==> config.mk <==
export PLATFORM = sky130hd
export DESIGN_NAME = telnet_option_refusal_filter_core
export DESIGN_NICKNAME = d
export VERILOG_FILES = /design/src/rtl/core/tofc_pkg.sv /design/src/rtl/core/tofc_parser.sv /design/src/rtl/core/tofc_emitter.sv /design/src/rtl/core/telnet_option_refusal_filter_core.sv
export SDC_FILE = /design/constraint.sdc
export NUM_CORES = 1
export LEC_CHECK = 0
export ABC_AREA = 0
export BUFFER_PORTS_ARGS = -buffer_cell sky130_fd_sc_hd__buf_2
export CAP_MARGIN = 20
export CORE_MARGIN = 1
export CORE_UTILIZATION = 35
export CTS_BUF_LIST = sky130_fd_sc_hd__clkbuf_8 sky130_fd_sc_hd__clkbuf_16
export CTS_CLUSTER_DIAMETER = 150
export DETAILED_ROUTE_END_ITERATION = 16
export SYNTH_ARGS = -nofsm -noshare
export SYNTH_HDL_FRONTEND = slang
export SYNTH_SLANG_ARGS = --single-unit
==> constraint.sdc <==
create_clock -name aclk -period 3 [get_ports aclk]
set_input_delay 0.6 -clock aclk [delete_from_list [all_inputs] [get_ports aclk]]
set_output_delay 0.6 -clock aclk [all_outputs]
set_load 0.02 [all_outputs]
==> src/rtl/core/tofc_pkg.sv <==
package tofc_pkg;

    localparam logic [7:0] IAC_BYTE  = 8'd255;
    localparam logic [7:0] DONT_BYTE = 8'd254;
    localparam logic [7:0] DO_BYTE   = 8'd253;
    localparam logic [7:0] WONT_BYTE = 8'd252;
    localparam logic [7:0] WILL_BYTE = 8'd251;
    localparam logic [7:0] SB_BYTE   = 8'd250;
    localparam logic [7:0] SE_BYTE   = 8'd240;

    typedef enum logic [4:0] {
        PH_DATA   = 5'b00001,
        PH_IAC    = 5'b00010,
        PH_VERB   = 5'b00100,
        PH_SUB    = 5'b01000,
        PH_SUBIAC = 5'b10000
    } phase_t;

    typedef enum logic [1:0] {
        VERB_DO   = 2'd0,
        VERB_DONT = 2'd1,
        VERB_WILL = 2'd2,
        VERB_WONT = 2'd3
    } verb_t;

    typedef enum logic [1:0] {
        RES_NONE  = 2'd0,
        RES_DATA  = 2'd1,
        RES_REPLY = 2'd2
    } res_kind_t;

    typedef struct packed {
        res_kind_t  kind;
        logic [7:0] data;
        logic [7:0] reply_verb;
    } result_t;

endpackage

==> src/rtl/core/tofc_parser.sv <==
module tofc_parser (
    input  logic             aclk,
    input  logic             aresetn,
    input  logic [7:0]       in_byte,
    input  logic             advance,
    output tofc_pkg::result_t res
);
    import tofc_pkg::*;

    phase_t phase_reg;
    phase_t phase_next;
    verb_t  verb_reg;
    verb_t  verb_next;

    always_comb begin
        phase_next     = phase_reg;
        verb_next      = verb_reg;
        res.kind       = RES_NONE;
        res.data       = in_byte;
        res.reply_verb = WONT_BYTE;
        unique case (phase_reg)
            PH_IAC: begin
                if (in_byte == IAC_BYTE) begin
                    phase_next = PH_DATA;
                    res.kind   = RES_DATA;
                end else if (in_byte == DO_BYTE || in_byte == DONT_BYTE ||
                             in_byte == WILL_BYTE || in_byte == WONT_BYTE) begin
                    phase_next = PH_VERB;
                    if (in_byte == DO_BYTE) begin
                        verb_next = VERB_DO;
                    end else if (in_byte == DONT_BYTE) begin
                        verb_next = VERB_DONT;
                    end else if (in_byte == WILL_BYTE) begin
                        verb_next = VERB_WILL;
                    end else begin
                        verb_next = VERB_WONT;
                    end
                end else begin
                    // SB opens a subnegotiation, any other command is dropped
                    phase_next = (in_byte == SB_BYTE) ? PH_SUB : PH_DATA;
                end
            end
            PH_VERB: begin
                phase_next = PH_DATA;
                if (verb_reg == VERB_DO) begin
                    res.kind       = RES_REPLY;
                    res.reply_verb = WONT_BYTE;
                end else if (verb_reg == VERB_WILL) begin
                    res.kind       = RES_REPLY;
                    res.reply_verb = DONT_BYTE;
                end
            end
            PH_SUB: begin
                phase_next = (in_byte == IAC_BYTE) ? PH_SUBIAC : PH_SUB;
            end
            PH_SUBIAC: begin
                phase_next = (in_byte == SE_BYTE) ? PH_DATA : PH_SUB;
            end
            default: begin
                if (in_byte == IAC_BYTE) begin
                    phase_next = PH_IAC;
                end else begin
                    phase_next = PH_DATA;
                    res.kind   = RES_DATA;
                end
            end
        endcase
    end

    always_ff @(posedge aclk) begin
        if (!aresetn) begin
            phase_reg <= PH_DATA;
            verb_reg  <= VERB_DO;
        end else if (advance) begin
            phase_reg <= phase_next;
            verb_reg  <= verb_next;
        end
    end

endmodule

==> src/rtl/core/tofc_emitter.sv <==
module tofc_emitter (
    input  logic              aclk,
    input  logic              aresetn,
    input  logic              load,
    input  tofc_pkg::result_t res,
    output logic              can_load,
    output logic              m_valid,
    input  logic              m_ready,
    output logic [7:0]        m_out_byte,
    output logic              m_to_remote,
    output logic              m_last
);
    import tofc_pkg::*;

    logic       valid_reg;
    logic       valid_next;
    logic       beat_reg;
    logic       beat_next;
    logic [7:0] byte_reg;
    logic [7:0] byte_next;
    logic       remote_reg;
    logic       remote_next;
    logic       last_reg;
    logic       last_next;
    logic [7:0] verb_reg;
    logic [7:0] verb_next;
    logic [7:0] opt_reg;
    logic [7:0] opt_next;
    logic       done;
    logic       step;

    assign done     = valid_reg && m_ready && last_reg;
    assign step     = valid_reg && m_ready && !last_reg;
    assign can_load = !valid_reg || done;

    always_comb begin
        valid_next  = valid_reg;
        beat_next   = beat_reg;
        byte_next   = byte_reg;
        remote_next = remote_reg;
        last_next   = last_reg;
        verb_next   = verb_reg;
        opt_next    = opt_reg;
        if (load) begin
            valid_next = 1'b1;
            beat_next  = 1'b0;
            if (res.kind == RES_REPLY) begin
                byte_next   = IAC_BYTE;
                remote_next = 1'b1;
                last_next   = 1'b0;
                verb_next   = res.reply_verb;
                opt_next    = res.data;
            end else begin
                byte_next   = res.data;
                remote_next = 1'b0;
                last_next   = 1'b1;
            end
        end else if (step) begin
            // advance through IAC, verb, option
            beat_next = 1'b1;
            if (!beat_reg) begin
                byte_next = verb_reg;
            end else begin
                byte_next = opt_reg;
                last_next = 1'b1;
            end
        end else if (done) begin
            valid_next = 1'b0;
        end
    end

    always_ff @(posedge aclk) begin
        if (!aresetn) begin
            valid_reg <= 1'b0;
            beat_reg  <= 1'b0;
        end else begin
            valid_reg <= valid_next;
            beat_reg  <= beat_next;
        end
    end

    always_ff @(posedge aclk) begin
        byte_reg   <= byte_next;
        remote_reg <= remote_next;
        last_reg   <= last_next;
        verb_reg   <= verb_next;
        opt_reg    <= opt_next;
    end

    assign m_valid     = valid_reg;
    assign m_out_byte  = byte_reg;
    assign m_to_remote = remote_reg;
    assign m_last      = last_reg;

endmodule

==> src/rtl/core/telnet_option_refusal_filter_core.sv <==
// Telnet receive filter: takes received bytes on s_ and yields the
// application data on m_ with m_to_remote low, or a three-word refusal
// (IAC WONT x for DO x, IAC DONT x for WILL x) with m_to_remote high and m_last
// on the option word. Commands, DONT/WONT and subnegotiations produce no word.
// A byte passes the input register and then the output register before its
// first word appears. Throughput is one byte per cycle when nothing stalls; a
// refusal holds the output register for its three words, during which the input
// register takes one more byte and bytes that produce no word keep flowing.
module telnet_option_refusal_filter_core (
    input  logic       aclk,
    input  logic       aresetn,
    input  logic       s_valid,
    output logic       s_ready,
    input  logic [7:0] s_rx_byte,
    output logic       m_valid,
    input  logic       m_ready,
    output logic [7:0] m_out_byte,
    output logic       m_to_remote,
    output logic       m_last
);
    import tofc_pkg::*;

    logic       in_valid_reg;
    logic       in_valid_next;
    logic [7:0] in_byte_reg;
    logic [7:0] in_byte_next;
    result_t    res;
    logic       has_out;
    logic       can_load;
    logic       consume;
    logic       load;

    assign has_out = (res.kind == RES_DATA) || (res.kind == RES_REPLY);
    assign consume = in_valid_reg && (!has_out || can_load);
    assign load    = consume && has_out;
    assign s_ready = !in_valid_reg || consume;

    always_comb begin
        in_valid_next = in_valid_reg;
        in_byte_next  = in_byte_reg;
        if (s_valid && s_ready) begin
            in_valid_next = 1'b1;
            in_byte_next  = s_rx_byte;
        end else if (consume) begin
            in_valid_next = 1'b0;
        end
    end

    always_ff @(posedge aclk) begin
        if (!aresetn) begin
            in_valid_reg <= 1'b0;
        end else begin
            in_valid_reg <= in_valid_next;
        end
    end

    always_ff @(posedge aclk) begin
        in_byte_reg <= in_byte_next;
    end

    tofc_parser u_parser (
        .aclk    (aclk),
        .aresetn (aresetn),
        .in_byte (in_byte_reg),
        .advance (consume),
        .res     (res)
    );

    tofc_emitter u_emitter (
        .aclk        (aclk),
        .aresetn     (aresetn),
        .load        (load),
        .res         (res),
        .can_load    (can_load),
        .m_valid     (m_valid),
        .m_ready     (m_ready),
        .m_out_byte  (m_out_byte),
        .m_to_remote (m_to_remote),
        .m_last      (m_last)
    );

endmodule

==> results.py <==
metrics = {
    "logic_synthesis": {
        "ys_warn_count": 0,
        "yosysTopAreaCell": "edfxtp_1",
        "ys_seq_elements": 37,
        "synthesis.nets": 159,
        "syn_area_per_cell_um2": 11.9,
        "yosysSeqAreaShare_pct": 58.0,
        "synth_top_area_share_pct": 46.5,
        "synthTopCellsByArea": "edfxtp_1 46%, dfxtp_1 11%, buf_6 3.2%",
        "synthArstFlopShare_pct": 0,
        "synth_edf_count": 27,
        "synth.distinct_cells": 43,
        "syn_inst": 146,
        "synth.cell_area_um2": 1740,
        "dominantRegCellSynth": "edfxtp_1",
    },
    "pwr": {
        "power_leakage_nw": 0.771,
        "ir_drop_mv": 0.380,
        "p_per_area_nw_per_um2": 530,
    },
    "drt": {
        "wl_met3_um": 170,
        "route.vias.total": 1185,
        "dr_wl_met2_um": 1500,
        "routed_wl_um": 3210,
        "drc_errors": 0,
        "drt-pass1-iter-count": 4,
        "viasPerCell": 4.94,
        "drtIter0Drc": 104,
        "highest_layer": "met4",
        "wl_met1_um": 1440,
        "ant_nets": 0,
        "wl_per_cell_um": 13.4,
    },
    "timing": {
        "finClkSkew_ps": 11.5,
        "worst_slew_pin_slew_ps": 1010,
        "drv_slew": 0,
        "relSlewSlack_pct": 31.9,
        "setup_violations": 0,
        "clock.fmax_mhz": 348,
        "holdWs_ps": 476,
        "fin_tns_setup_ps": 0,
        "post-route-min-period_ps": 2870,
        "finalCritPeriodShare_pct": 95.8,
        "rsz0062_at_grt": "no",
        "final_hold_viol_count": 0,
    },
    "place": {
        "globalplace.congestion": 0.902,
        "dp_hpwl_um": 2330,
        "io_buffers": 23,
    },
    "die": {
        "io-pin-count": 24,
        "die_area_um2": 5270,
        "initial_core_util_pct": 36.7,
        "die_h_um": 72.6,
        "die_x_um": 72.6,
        "rows": 25,
        "core_area_um2": 4750,
    },
    "critical_path": {
        "arrival_ps": 2270,
        "critPathLaunchType": "flip-flop",
        "worstSetupPathType": "reg2out",
        "required_ps": 2400,
        "r2r_cells": 9,
        "cp-end-kind": "primary output",
        "cpMaxStageDelayCell": "edfxtp_1",
        "r2r_start": "in_byte_reg[4]$_DFFE_PP_",
        "reg2reg_to": "u_emitter.opt_reg[5]$_DFFE_PP_",
        "ff2ff_setup_slack_ps": 260,
        "worstPathCellList": "and4_2 -> nand3_2 -> mux2_2 -> ha_1 -> nor2_2 -> nand2_1 -> buf_2",
        "cp_max_fo": 4,
        "cp_slowest_stage_delay_ps": 430,
    },
    "clock_tree": {
        "clkTransAtPathRegs_ps": 70,
        "cts_hold_buf": 0,
        "cts_tree": "yes",
        "insertion_delay_ps": 300,
        "post_cts_resized": 0,
        "cts.path.max_buffers": 2,
        "cts_root_buf": "clkbuf_8",
        "cts.htree.levels": 2,
        "numCtsBuffers": 5,
        "cts_setup_buffers": 0,
        "cts_sinks": 37,
    },
    "cells_and_area": {
        "synthToLayoutAreaGrowth_pct": 16.5,
        "layout.nets": 185,
        "n_antenna_cell": 0,
        "fillers": 466,
        "layout-drive-gt1-share_pct": 30.6,
    },
    "global_routing": {
        "grt_pass1_wl_um": 5320,
        "antenna_found_initial": 0,
        "grt_pass1_vias": 1174,
        "grt_overflow": 0,
        "grt_max_degree": 17,
        "grt_usage_pct": 13.7,
    },
    "min_path": {
        "min_to": "in_byte_reg[3]$_DFFE_PP_",
        "min_from": "s_rx_byte[3]",
        "hold_class": "in2reg",
        "holdPathStages": 1,
    },
    "flow_run": {
        "drv_cap": 0,
    },
    "outcome": {
        "status": "finished clean",
    },
}
-- layout make-up --
| type | instances | area, um2 | share of cell area (%) |
|---|---|---|---|
| Clock inverter | 3 | 46.3 | 2.28 |
| Sequential cell | 37 | 1010 | 49.8 |
| Inverter | 10 | 37.5 | 1.85 |
| Tap cell | 67 | 83.8 | 4.13 |
| Clock buffer | 5 | 68.8 | 3.39 |
| Multi-Input combinational cell | 90 | 632 | 31.1 |
| Timing Repair Buffer | 28 | 153 | 7.51 |
-- kinds of logic (layout without fill, tap and decap cells) --
logic type      Yosys count  in the layout  synth area share, %
compound gates           28             28                 12.1
xor+xnor                  3              3                 1.51
fa+ha+maj                 1              1                0.717
buf+inv                  19             46                 6.67
flops                    37             37                 58.0
mux                       2              2                 1.22
simple gates             56             56                 19.9
-- cells in the mapped netlist, drive strengths merged, types with 3 or more instances --
master and number:
nand4 4, nand2 11, xor2 3, buf 7, dfxtp 10, inv 10, nor3 12, edfxtp 27
a21oi 6, nor2 12, o21ai 4, a31oi 6
-- stage by stage --
stage / instances / cell area (um2) / setup slack, ps / power, mW / util (%)
global placement: 232 / 1900 / 351 / 0.650 / 40.0
CTS: 240 / 2020 / 19.0 / 1.09 / 42.4
floorplan: 146 / 1740 / 262 / 0.633 / -
global route: 240 / 2030 / 23.1 / 1.12 / 42.7
detailed placement: 232 / 1900 / 244 / 0.652 / 40.0
finish: 240 / 2030 / 127 / 1.08 / 42.7
-- report_power, final --
group          switching, mW  internal (mW)
Sequential           0.00910          0.563
Clock                  0.187          0.249
Combinational         0.0441         0.0251
Total                  0.240          0.837
-- layout by cell type (no fill, tap or decap), types with 2 or more instances in the layout --
master    synthesis  final
buf_4             2      5
nor2b_1           2      2
buf_2             0     23
a21oi_1           6      6
o21ai_0           3      3
clkbuf_8          0      5
nor3b_1           2      2
edfxtp_1         27     27
o21bai_1          2      2
o211a_1           2      2
nand4_1           3      3
nor3_4            2      2
nor2_1           12     11
xor2_1            3      3
a31oi_1           6      6
dfxtp_1          10     10
and2_1            2      2
inv_1            10     10
nand2_1          11     11
nor3_1           10     10
-- worst max-delay path: cells and delay by family (launching register included) --
family | cells | cell delay, ps
flip-flops | 1 | 430
buffers and inverters | 1 | 160
adder cells (fa/ha/maj) | 1 | 350
multiplexers | 1 | 350
AND/OR/NAND/NOR | 4 | 690
-- per-layer routing --
layer	vias up	global-route usage (%)
met5	-	0
met4	0	8.50
met3	7	4.56
met2	34	21.3
met1	565	16.5
li1	579	-
-- how the worst max path moves through the flow --
stage	from	end	slack [ps]	cells past startpoint
floorplan	in_byte_reg[2]$_DFFE_PP_	u_emitter.m_out_byte[0]$_DFFE_PP_	260	10
global placement	in_byte_reg[4]$_DFFE_PP_	u_emitter.opt_reg[4]$_DFFE_PP_	350	9
detailed placement	in_byte_reg[4]$_DFFE_PP_	u_emitter.opt_reg[4]$_DFFE_PP_	240	9
CTS	in_byte_reg[4]$_DFFE_PP_	s_ready	20	7
global route	in_byte_reg[4]$_DFFE_PP_	s_ready	20	7
finish	in_byte_reg[4]$_DFFE_PP_	s_ready	130	7
(Power assumes the default switching activity.)
